`config.mk`:
```
export PLATFORM = sky130hd
export DESIGN_NAME = max_rectangle_binary_matrix_core
export DESIGN_NICKNAME = d
export VERILOG_FILES = /design/src/hdl/mrb_pkg.sv /design/src/hdl/mrb_front.sv /design/src/hdl/mrb_queue.sv /design/src/hdl/mrb_back.sv /design/src/hdl/max_rectangle_binary_matrix_core.sv
export SDC_FILE = /design/constraint.sdc
export NUM_CORES = 2
export LEC_CHECK = 0
export BUFFER_PORTS_ARGS = -buffer_cell sky130_fd_sc_hd__clkbuf_2
export CORE_ASPECT_RATIO = 1.5
export CORE_MARGIN = 2
export CORE_UTILIZATION = 45
export CTS_CLUSTER_SIZE = 10
export DETAILED_ROUTE_END_ITERATION = 10
export PLACE_DENSITY = 0.6
export SYNTH_ARGS = -nofsm -noshare
export SYNTH_HDL_FRONTEND = slang
export SYNTH_SLANG_ARGS = --single-unit
```
`constraint.sdc`:
```
create_clock -name clock -period 6.4 [get_ports clock]
set_input_delay 1.28 -clock clock [delete_from_list [all_inputs] [get_ports clock]]
set_output_delay 1.28 -clock clock [all_outputs]
set_load 0.02 [all_outputs]
```
`src/hdl/mrb_pkg.sv`:
```
// shared constants, types and helpers for the max rectangle core
`default_nettype none
package mrb_pkg;

   localparam int MAX_COLS_DEF = 64;
   localparam int MAX_ROWS_DEF = 64;
   localparam int CFG_W        = 7;
   localparam int AREA_W       = 13;
   localparam int QUEUE_DEPTH  = 4;

   localparam logic [CFG_W-1:0]  CFG_RESET = 7'd64;
   localparam logic [AREA_W-1:0] AREA_MAX  = 13'h1FFF;

   typedef enum logic [0:0] {
      REG_ROW_COUNT = 1'b0,
      REG_COL_COUNT = 1'b1
   } csr_index_type;

   // classification of one cell made by the front end
   typedef struct packed {
      logic cell_bit;
      logic last_col;
      logic last_mat;
   } cell_tag_type;

   // a zero count acts as one, a count above the limit acts as the limit
   function automatic int eff_count(input logic [CFG_W-1:0] value, input int limit);
      int v;
      v = int'(value);
      if (v == 0) return 1;
      if (v > limit) return limit;
      return v;
   endfunction

endpackage
`default_nettype wire

```
`src/hdl/mrb_front.sv`:
```
// front end: takes cells, tracks row and column position, tags row and matrix ends
`default_nettype none
module mrb_front
   import mrb_pkg::*;
#(
   parameter int MAX_COLS = MAX_COLS_DEF,
   parameter int MAX_ROWS = MAX_ROWS_DEF,
   localparam int ColW = $clog2(MAX_COLS),
   localparam int RowW = $clog2(MAX_ROWS)
) (
   input  wire logic              clock,
   input  wire logic              reset,
   input  wire logic              clear,
   input  wire logic [ColW:0]     eff_cols,
   input  wire logic [RowW:0]     eff_rows,
   input  wire logic              req_valid,
   output logic                   req_ready,
   input  wire logic              req_cell_bit,
   input  wire logic              q_full,
   output logic                   q_wr,
   output cell_tag_type           q_tag,
   output logic [ColW-1:0]        q_col
);

   logic [ColW-1:0] col_pos_ff, col_pos_in;
   logic [RowW-1:0] row_pos_ff, row_pos_in;
   logic            last_col;
   logic            last_row;

   assign req_ready = !q_full;
   assign q_wr      = req_valid && !q_full;

   assign last_col = {1'b0, col_pos_ff} == (eff_cols - (ColW+1)'(1));
   assign last_row = {1'b0, row_pos_ff} == (eff_rows - (RowW+1)'(1));

   assign q_tag.cell_bit = req_cell_bit;
   assign q_tag.last_col = last_col;
   assign q_tag.last_mat = last_col && last_row;
   assign q_col          = col_pos_ff;

   always_comb begin
      col_pos_in = col_pos_ff;
      row_pos_in = row_pos_ff;
      if (clear) begin
         col_pos_in = '0;
         row_pos_in = '0;
      end else if (q_wr) begin
         if (last_col) begin
            col_pos_in = '0;
            row_pos_in = last_row ? '0 : row_pos_ff + RowW'(1);
         end else begin
            col_pos_in = col_pos_ff + ColW'(1);
         end
      end
   end

   always_ff @(posedge clock) begin
      if (reset) begin
         col_pos_ff <= '0;
         row_pos_ff <= '0;
      end else begin
         col_pos_ff <= col_pos_in;
         row_pos_ff <= row_pos_in;
      end
   end

endmodule
`default_nettype wire

```
`src/hdl/mrb_queue.sv`:
```
// short fifo between front end and stack engine
`default_nettype none
module mrb_queue
   import mrb_pkg::*;
#(
   parameter int WIDTH = 8,
   parameter int DEPTH = QUEUE_DEPTH,
   localparam int PtrW = $clog2(DEPTH)
) (
   input  wire logic             clock,
   input  wire logic             reset,
   input  wire logic             clear,
   input  wire logic             wr_en,
   input  wire logic [WIDTH-1:0] wr_data,
   output logic                  full,
   input  wire logic             rd_en,
   output logic [WIDTH-1:0]      rd_data,
   output logic                  empty
);

   logic [WIDTH-1:0] slot_ff [DEPTH];
   logic [PtrW-1:0]  wr_ptr_ff, wr_ptr_in;
   logic [PtrW-1:0]  rd_ptr_ff, rd_ptr_in;
   logic [PtrW:0]    cnt_ff, cnt_in;

   assign full    = cnt_ff == (PtrW+1)'(DEPTH);
   assign empty   = cnt_ff == '0;
   assign rd_data = slot_ff[rd_ptr_ff];

   always_comb begin
      wr_ptr_in = wr_ptr_ff;
      rd_ptr_in = rd_ptr_ff;
      cnt_in    = cnt_ff;
      if (clear) begin
         wr_ptr_in = '0;
         rd_ptr_in = '0;
         cnt_in    = '0;
      end else begin
         if (wr_en) begin
            wr_ptr_in = (wr_ptr_ff == PtrW'(DEPTH - 1)) ? '0 : wr_ptr_ff + PtrW'(1);
         end
         if (rd_en) begin
            rd_ptr_in = (rd_ptr_ff == PtrW'(DEPTH - 1)) ? '0 : rd_ptr_ff + PtrW'(1);
         end
         case ({wr_en, rd_en})
            2'b10:   cnt_in = cnt_ff + (PtrW+1)'(1);
            2'b01:   cnt_in = cnt_ff - (PtrW+1)'(1);
            default: cnt_in = cnt_ff;
         endcase
      end
   end

   always_ff @(posedge clock) begin
      if (wr_en) begin
         slot_ff[wr_ptr_ff] <= wr_data;
      end
   end

   always_ff @(posedge clock) begin
      if (reset) begin
         wr_ptr_ff <= '0;
         rd_ptr_ff <= '0;
         cnt_ff    <= '0;
      end else begin
         wr_ptr_ff <= wr_ptr_in;
         rd_ptr_ff <= rd_ptr_in;
         cnt_ff    <= cnt_in;
      end
   end

endmodule
`default_nettype wire

```
`src/hdl/mrb_back.sv`:
```
// stack engine: column heights, monotonic index stack, area scoring, result register
`default_nettype none
module mrb_back
   import mrb_pkg::*;
#(
   parameter int MAX_COLS = MAX_COLS_DEF,
   parameter int MAX_ROWS = MAX_ROWS_DEF,
   localparam int ColW = $clog2(MAX_COLS),
   localparam int CntW = ColW + 1
) (
   input  wire logic              clock,
   input  wire logic              reset,
   input  wire logic              clear,
   input  wire logic [CntW-1:0]   eff_cols,
   input  wire logic              q_empty,
   output logic                   q_rd,
   input  wire cell_tag_type      q_tag,
   input  wire logic [ColW-1:0]   q_col,
   output logic                   rsp_valid,
   input  wire logic              rsp_ready,
   output logic [AREA_W-1:0]      rsp_max_area
);

   localparam int HgtW = $clog2(MAX_ROWS + 1);
   localparam int PrdW = HgtW + CntW;
   localparam int CmpW = (PrdW > AREA_W) ? PrdW : AREA_W;
   localparam int EntW = ColW + HgtW;
   localparam logic [HgtW-1:0] HgtMax = HgtW'(MAX_ROWS);

   typedef enum logic [4:0] {
      ST_IDLE  = 5'b00001,
      ST_CALC  = 5'b00010,
      ST_STACK = 5'b00100,
      ST_FILL  = 5'b01000,
      ST_EMIT  = 5'b10000
   } back_state_type;

   back_state_type      state_ff, state_in;
   cell_tag_type        tag_ff;
   logic [ColW-1:0]     col_ff;
   logic [HgtW-1:0]     h_cur_ff;
   logic                drain_ff, drain_in;

   logic [HgtW-1:0]     hgt_mem [MAX_COLS];
   logic [HgtW-1:0]     hgt_rd_ff;
   logic                hgt_rd_vld_ff;
   logic [MAX_COLS-1:0] hgt_vld_ff;

   logic [EntW-1:0]     stk_mem [MAX_COLS];
   logic [EntW-1:0]     stk_rd_ff;
   logic [CntW-1:0]     cnt_ff, cnt_in;
   logic [ColW-1:0]     top_idx_ff, top_idx_in, blw_idx_ff, blw_idx_in;
   logic [HgtW-1:0]     top_h_ff, top_h_in, blw_h_ff, blw_h_in;

   logic [PrdW-1:0]     area_ff;
   logic                area_vld_ff, area_vld_in;
   logic [AREA_W-1:0]   best_ff;
   logic                rsp_valid_ff, rsp_valid_in;
   logic [AREA_W-1:0]   rsp_area_ff;

   logic [HgtW-1:0]     h_prev;
   logic [HgtW-1:0]     h_new;
   logic                hgt_we;
   logic                stk_we;
   logic [CntW-1:0]     cnt_dec;
   logic [CntW-1:0]     cnt_sub3;
   logic [CntW-1:0]     pos;
   logic [CntW-1:0]     width;
   logic                do_pop;
   logic                emit_go;
   logic [CmpW-1:0]     area_ext;
   logic [AREA_W-1:0]   area_sat;

   assign q_rd         = (state_ff == ST_IDLE) && !q_empty && !clear;
   assign rsp_valid    = rsp_valid_ff;
   assign rsp_max_area = rsp_area_ff;

   // height update of the current column, saturating at the row limit
   assign h_prev = hgt_rd_vld_ff ? hgt_rd_ff : '0;
   always_comb begin
      if (!tag_ff.cell_bit) begin
         h_new = '0;
      end else if (h_prev >= HgtMax) begin
         h_new = HgtMax;
      end else begin
         h_new = h_prev + HgtW'(1);
      end
   end

   assign cnt_dec  = cnt_ff - CntW'(1);
   assign cnt_sub3 = cnt_ff - CntW'(3);
   assign pos      = drain_ff ? eff_cols : {1'b0, col_ff};
   assign width    = (cnt_ff >= CntW'(2)) ? pos - {1'b0, blw_idx_ff} - CntW'(1) : pos;
   assign do_pop   = (cnt_ff != '0) && (drain_ff || (top_h_ff > h_cur_ff));
   assign emit_go  = !rsp_valid_ff || rsp_ready;

   assign hgt_we = (state_ff == ST_CALC) && !clear;
   assign stk_we = (state_ff == ST_STACK) && !do_pop && !drain_ff && (cnt_ff != '0) && !clear;

   assign area_ext = CmpW'(area_ff);
   assign area_sat = (area_ext > CmpW'(AREA_MAX)) ? AREA_MAX : area_ext[AREA_W-1:0];

   always_comb begin
      state_in     = state_ff;
      drain_in     = drain_ff;
      cnt_in       = cnt_ff;
      top_idx_in   = top_idx_ff;
      top_h_in     = top_h_ff;
      blw_idx_in   = blw_idx_ff;
      blw_h_in     = blw_h_ff;
      area_vld_in  = 1'b0;
      rsp_valid_in = rsp_valid_ff && !rsp_ready;
      unique case (state_ff)
         ST_IDLE: begin
            if (q_rd) begin
               state_in = ST_CALC;
            end
         end
         ST_CALC: begin
            state_in = ST_STACK;
         end
         ST_STACK: begin
            if (do_pop) begin
               // score the top, the entry below becomes the new top
               area_vld_in = 1'b1;
               cnt_in      = cnt_dec;
               top_idx_in  = blw_idx_ff;
               top_h_in    = blw_h_ff;
               if (cnt_ff >= CntW'(3)) begin
                  state_in = ST_FILL;
               end
            end else if (!drain_ff) begin
               if (cnt_ff != '0) begin
                  blw_idx_in = top_idx_ff;
                  blw_h_in   = top_h_ff;
               end
               top_idx_in = col_ff;
               top_h_in   = h_cur_ff;
               cnt_in     = cnt_ff + CntW'(1);
               if (tag_ff.last_col) begin
                  drain_in = 1'b1;
               end else begin
                  state_in = ST_IDLE;
               end
            end else begin
               drain_in = 1'b0;
               state_in = tag_ff.last_mat ? ST_EMIT : ST_IDLE;
            end
         end
         ST_FILL: begin
            blw_idx_in = stk_rd_ff[EntW-1 -: ColW];
            blw_h_in   = stk_rd_ff[HgtW-1:0];
            state_in   = ST_STACK;
         end
         ST_EMIT: begin
            if (emit_go) begin
               rsp_valid_in = 1'b1;
               state_in     = ST_IDLE;
            end
         end
         default: begin
            state_in = ST_IDLE;
         end
      endcase
      if (clear) begin
         state_in    = ST_IDLE;
         drain_in    = 1'b0;
         cnt_in      = '0;
         area_vld_in = 1'b0;
      end
   end

   // column height memory with one valid bit per column
   always_ff @(posedge clock) begin
      if (hgt_we) begin
         hgt_mem[col_ff] <= h_new;
      end
      hgt_rd_ff <= hgt_mem[q_col];
   end

   // stack memory holds every entry below the cached top
   always_ff @(posedge clock) begin
      if (stk_we) begin
         stk_mem[cnt_dec[ColW-1:0]] <= {top_idx_ff, top_h_ff};
      end
      stk_rd_ff <= stk_mem[cnt_sub3[ColW-1:0]];
   end

   // payload registers
   always_ff @(posedge clock) begin
      if (q_rd) begin
         tag_ff <= q_tag;
         col_ff <= q_col;
      end
      if (state_ff == ST_CALC) begin
         h_cur_ff <= h_new;
      end
      top_idx_ff <= top_idx_in;
      top_h_ff   <= top_h_in;
      blw_idx_ff <= blw_idx_in;
      blw_h_ff   <= blw_h_in;
      area_ff    <= {{CntW{1'b0}}, top_h_ff} * {{HgtW{1'b0}}, width};
      if ((state_ff == ST_EMIT) && emit_go) begin
         rsp_area_ff <= best_ff;
      end
   end

   always_ff @(posedge clock) begin
      if (reset) begin
         state_ff      <= ST_IDLE;
         drain_ff      <= 1'b0;
         cnt_ff        <= '0;
         area_vld_ff   <= 1'b0;
         best_ff       <= '0;
         hgt_vld_ff    <= '0;
         hgt_rd_vld_ff <= 1'b0;
         rsp_valid_ff  <= 1'b0;
      end else begin
         state_ff     <= state_in;
         drain_ff     <= drain_in;
         cnt_ff       <= cnt_in;
         area_vld_ff  <= area_vld_in;
         rsp_valid_ff <= rsp_valid_in;
         if (q_rd) begin
            hgt_rd_vld_ff <= hgt_vld_ff[q_col];
         end
         if (clear || ((state_ff == ST_EMIT) && emit_go)) begin
            best_ff    <= '0;
            hgt_vld_ff <= '0;
         end else begin
            if (area_vld_ff && (area_sat > best_ff)) begin
               best_ff <= area_sat;
            end
            if (hgt_we) begin
               hgt_vld_ff[col_ff] <= 1'b1;
            end
         end
      end
   end

endmodule
`default_nettype wire

```
`src/hdl/max_rectangle_binary_matrix_core.sv`:
```
// top level of the largest all-ones rectangle core
//
// cells of a binary matrix enter on the req_ channel, one item each, in
// row-major order; any nonzero cell_bit counts as a set cell. after the last
// cell of row_count rows by col_count columns one item leaves on the rsp_
// channel carrying the largest all-ones rectangle area, then all matrix state
// is cleared for the next matrix.
// csr_ writes set row_count (index 0) and col_count (index 1); either write
// also restarts the matrix. a zero count acts as one, a count above the
// parameter limit acts as the limit.
// an item passes the IDLE, CALC and STACK states of the stack engine, and
// each stack pop adds a STACK step (pops needing a refill of the cached
// entry from stack memory also pass FILL); each row ends with a final
// STACK step. each column is pushed and popped once per row.
// the last score goes via area_ff and best_ff into the result register.
// a 4-deep queue lets cells keep arriving while the engine works.
// reset sets both counts to 64 and clears heights, stack and best area.
// a stalled rsp_ channel holds the result in the output register while the
// next matrix is processed; the engine waits only when a second result is due.
`default_nettype none
module max_rectangle_binary_matrix_core
   import mrb_pkg::*;
#(
   parameter int MAX_COLS = MAX_COLS_DEF,
   parameter int MAX_ROWS = MAX_ROWS_DEF
) (
   input  wire logic              clock,
   input  wire logic              reset,
   input  wire logic              req_valid,
   output logic                   req_ready,
   input  wire logic              req_cell_bit,
   output logic                   rsp_valid,
   input  wire logic              rsp_ready,
   output logic [AREA_W-1:0]      rsp_max_area,
   input  wire logic              csr_wr_en,
   input  wire logic [0:0]        csr_index,
   input  wire logic [CFG_W-1:0]  csr_wr_data
);

   localparam int ColW  = $clog2(MAX_COLS);
   localparam int RowW  = $clog2(MAX_ROWS);
   localparam int TagW  = $bits(cell_tag_type);
   localparam int QueW  = TagW + ColW;

   logic [CFG_W-1:0] row_count_ff, row_count_in;
   logic [CFG_W-1:0] col_count_ff, col_count_in;
   logic             clear;
   logic [ColW:0]    eff_cols;
   logic [RowW:0]    eff_rows;

   // front end to queue
   logic             q_wr;
   logic             q_full;
   cell_tag_type     f_tag;
   logic [ColW-1:0]  f_col;

   // queue to stack engine
   logic             q_rd;
   logic             q_empty;
   logic [QueW-1:0]  q_data;
   cell_tag_type     b_tag;
   logic [ColW-1:0]  b_col;

   // configuration registers; every write starts a fresh matrix
   assign clear = csr_wr_en;

   always_comb begin
      row_count_in = row_count_ff;
      col_count_in = col_count_ff;
      if (csr_wr_en) begin
         unique case (csr_index_type'(csr_index))
            REG_ROW_COUNT: row_count_in = csr_wr_data;
            REG_COL_COUNT: col_count_in = csr_wr_data;
            default:       row_count_in = row_count_ff;
         endcase
      end
   end

   always_ff @(posedge clock) begin
      if (reset) begin
         row_count_ff <= CFG_RESET;
         col_count_ff <= CFG_RESET;
      end else begin
         row_count_ff <= row_count_in;
         col_count_ff <= col_count_in;
      end
   end

   // clamped counts: columns go to both sides, rows to the front end only
   assign eff_cols = (ColW+1)'(eff_count(col_count_ff, MAX_COLS));
   assign eff_rows = (RowW+1)'(eff_count(row_count_ff, MAX_ROWS));

   mrb_front #(
      .MAX_COLS (MAX_COLS),
      .MAX_ROWS (MAX_ROWS)
   ) u_front (
      .clock        (clock),
      .reset        (reset),
      .clear        (clear),
      .eff_cols     (eff_cols),
      .eff_rows     (eff_rows),
      .req_valid    (req_valid),
      .req_ready    (req_ready),
      .req_cell_bit (req_cell_bit),
      .q_full       (q_full),
      .q_wr         (q_wr),
      .q_tag        (f_tag),
      .q_col        (f_col)
   );

   mrb_queue #(
      .WIDTH (QueW),
      .DEPTH (QUEUE_DEPTH)
   ) u_queue (
      .clock   (clock),
      .reset   (reset),
      .clear   (clear),
      .wr_en   (q_wr),
      .wr_data ({f_tag, f_col}),
      .full    (q_full),
      .rd_en   (q_rd),
      .rd_data (q_data),
      .empty   (q_empty)
   );

   assign b_tag = cell_tag_type'(q_data[QueW-1 -: TagW]);
   assign b_col = q_data[ColW-1:0];

   mrb_back #(
      .MAX_COLS (MAX_COLS),
      .MAX_ROWS (MAX_ROWS)
   ) u_back (
      .clock        (clock),
      .reset        (reset),
      .clear        (clear),
      .eff_cols     (eff_cols),
      .q_empty      (q_empty),
      .q_rd         (q_rd),
      .q_tag        (b_tag),
      .q_col        (b_col),
      .rsp_valid    (rsp_valid),
      .rsp_ready    (rsp_ready),
      .rsp_max_area (rsp_max_area)
   );

endmodule
`default_nettype wire
```
==> impl_metrics.yaml <==
detailed_routing:
  drc: 0
  drt_pass1_iterations: 5
  postRouteAntennaNets: 0
  viasPerCell: 5.65
  first_iter_violations: 2149
  routedWlPerCell_um: 26.5
  num_vias: 30734
  routed_wl_um: 144000
run:
  timing.max_cap.violations: 0
grt:
  grt_pass1_vias: 32143
  gr-total-overflow: 0
  grt_first_pass_wirelength_um: 213000
  grt_use_total: 0.207
  grt_max_degree: 111
  antenna_found_initial: 3
min_path:
  min_path_type: "flop to flop"
placement:
  place_hpwl_um: 91900
  place_ws_ns: 0.254
  gp_congestion: 0.833
  port_buffers: 28
timing:
  period_share: 0.933
  slew_headroom: 0.225
  worstMarginPinSlew_ns: 1.16
  timing.final.hold_violations: 0
  fmax_ghz: 0.167
  period_minus_slack_ns: 5.97
  rsz0062_at_grt: "no"
  final.setup.worst_slack_ns: 0.429
  finalSetupTns_ns: 0
  skew_ns: 0.0396
  slew_viol_final: 0
  setup_viol: 0
synth:
  synthSimpleGateAreaFrac: 0.0414
  synth-edff-count: 1371
  syn_nets: 3509
  syn_area_per_cell_um2: 18.4
  synthArstFlopShare: 0
  netlist-cell-type-count: 77
  synth_common_cells: "1371 x edfxtp_1, 309 x mux4_2, 227 x mux2i_1"
  synth_xor_area_frac: 0.00687
  synth_seq_area_share: 0.711
  synth-seq-cells: 1533
  synthAdderAreaFrac: 0.0230
  synthDominantCellAreaShare: 0.659
  synthCells: 3396
  synthMuxAreaShare: 0.161
  synthFlopType: "edfxtp_1"
  ys_top_cells_by_area: "edfxtp_1 66%, mux4_2 11%, dfxtp_1 5.2%, mux2i_1 3.6%, ha_1 1.5%"
  synth-compound-area-share: 0.0385
  ys_warn_count: 0
  yosysMostFrequentCell: "edfxtp_1"
  synth.cell_area_um2: 62400
  synth_top_family_by_area: "multiplexers"
  synth.largest_area_cell: "edfxtp_1"
setup_path:
  required_ns: 7.13
  path_class: "flop to flop"
  critPathArrivalTime_ns: 6.70
  slowest_stage: "fa_1"
  cp-end-kind: "flop"
  crit_fanout: 5
  r2r_setup_slack_ns: 0.43
  crit_path_max_incr_delay_ns: 0.49
  worstSetupStartpointType: "flop"
  cp_common_cell: "fa_1"
pwr:
  power_density_nw_per_um2: 290
  p_leak_nw: 23.5
  ir_worst_vdd_mv: 0.283
clock_network:
  root_buffer: "clkbuf_16"
  cts.sinks: 1533
  clockBufferDepth: 3
  clk_latency_ns: 0.80
  path_clk_slew_ns: 0.06
  postCtsHoldBufs: 0
  cts_tree: "yes"
  htree_levels: 4
  numCtsBuffers: 172
finish:
  drive_above_1_share: 0.210
  finalNetCount: 3677
  syn_to_final_growth_pct: 12.3
floorplanning:
  coreArea_um2: 138000
  ios: 29
  initial_utilization: 0.453
  rows: 167
  die_width_um: 308
  die_area_um2: 142000
  dieHeight_um: 460
run_status:
  outcome: "completed"
-- state kept, by name (all words and copies together), names as in the netlist, 13 cells and up, named ones only --
signal,count
u_back.area_ext,14
u_back.best_ff,13
u_back.hgt_mem,448
u_back.hgt_vld_ff,64
u_back.rsp_max_area,13
u_back.stk_mem,832
u_back.stk_rd_ff,13
u_queue.slot_ff,36
-- worst paths after layout --
path,cells after the start,end,startpoint
hold / removal,0,u_back.rsp_max_area[12],u_back.best_ff[12]
hold reg to reg,0,u_back.rsp_max_area[12],u_back.best_ff[12]
setup / recovery,26,u_back.area_ext[13],col_count_ff[1]
setup reg to reg,26,u_back.area_ext[13],col_count_ff[1]
-- worst max-delay path: cells and delay by family (launching register included) --
| kind | cells | cell delay (ns) |
|---|---|---|
| adder cells (fa/ha/maj) | 7 | 2.77 |
| flip-flops | 1 | 0.39 |
| buffers and inverters | 3 | 0.14 |
| XOR/XNOR | 2 | 0.36 |
| AND/OR/NAND/NOR | 5 | 0.49 |
| AO/OA/AOI/OAI | 8 | 1.67 |
| multiplexers | 1 | 0.09 |
-- cell type report --
cell class	instances	area (um2)
fillers	11195	67800
flip-flops and latches	1533	44400
multi-input cells	1618	17100
clock buffers	262	4730
well taps	1774	2220
repair buffers	151	1160
inverters	88	333
clock inverters	12	188
diodes	2	5.00
-- what timing repair did --
action / 4_1_cts / 5_1_grt
setup buffers: 0 / 0
setup endpoints to repair: 0 / 3
gates resized for setup: 0 / 4
-- power by group --
group          leakage, nW  switching [mW]  internal (mW)  total (mW)
clock                 2.35            3.78           5.05        8.82
combinational         6.73           0.443          0.268       0.710
sequential            14.4          0.0238           10.8        10.8
total                 23.5            4.24           16.1        20.4
-- placed cells by master (no fill, tap or decap), types with 26 or more instances in the layout --
master and count:
a211oi_1 47, a21oi_1 61, and2_1 28, buf_4 115, clkbuf_1 85, clkbuf_16 175, clkbuf_2 28, dfxtp_1 161
edfxtp_1 1371, fa_1 26, ha_1 72, inv_1 84, mux2_2 40, mux2i_1 227, mux4_2 308, nand2_1 97
nand3_1 37, nor2_1 166, nor2_2 29, nor2b_1 39, nor3_1 27, o21a_1 69, o21ai_1 29
-- per-layer routing --
layer  track usage  wire, um  vias to the layer above
met5             0         8                        -
met4        0.0829      5640                        2
met3        0.0305      5590                      240
met2         0.387     80000                      686
met1         0.234     52700                    15933
li1              -         -                    13873
-- per-stage QoR --
stage	instances	power, mW	util	cell area, um2	hold WS [ns]
3_3_place_gp	5164	11.7	0.473	65200	0.425
6_report	5440	20.4	0.509	70100	0.413
5_1_grt	5439	21.0	0.509	70100	0.444
2_1_floorplan	3396	11.5	-	62400	0.408
4_1_cts	5438	20.6	0.508	70100	0.424
3_5_place_dp	5164	11.7	0.473	65200	0.435
-- cell families after synthesis --
family	count (synthesis)
AO/OA/AOI/OAI	347
XOR/XNOR	49
adder cells (fa/ha/maj)	99
buffers and inverters	245
flip-flops	1533
multiplexers	590
AND/OR/NAND/NOR	533
No activity file was read; power rests on OpenSTA's default activity.
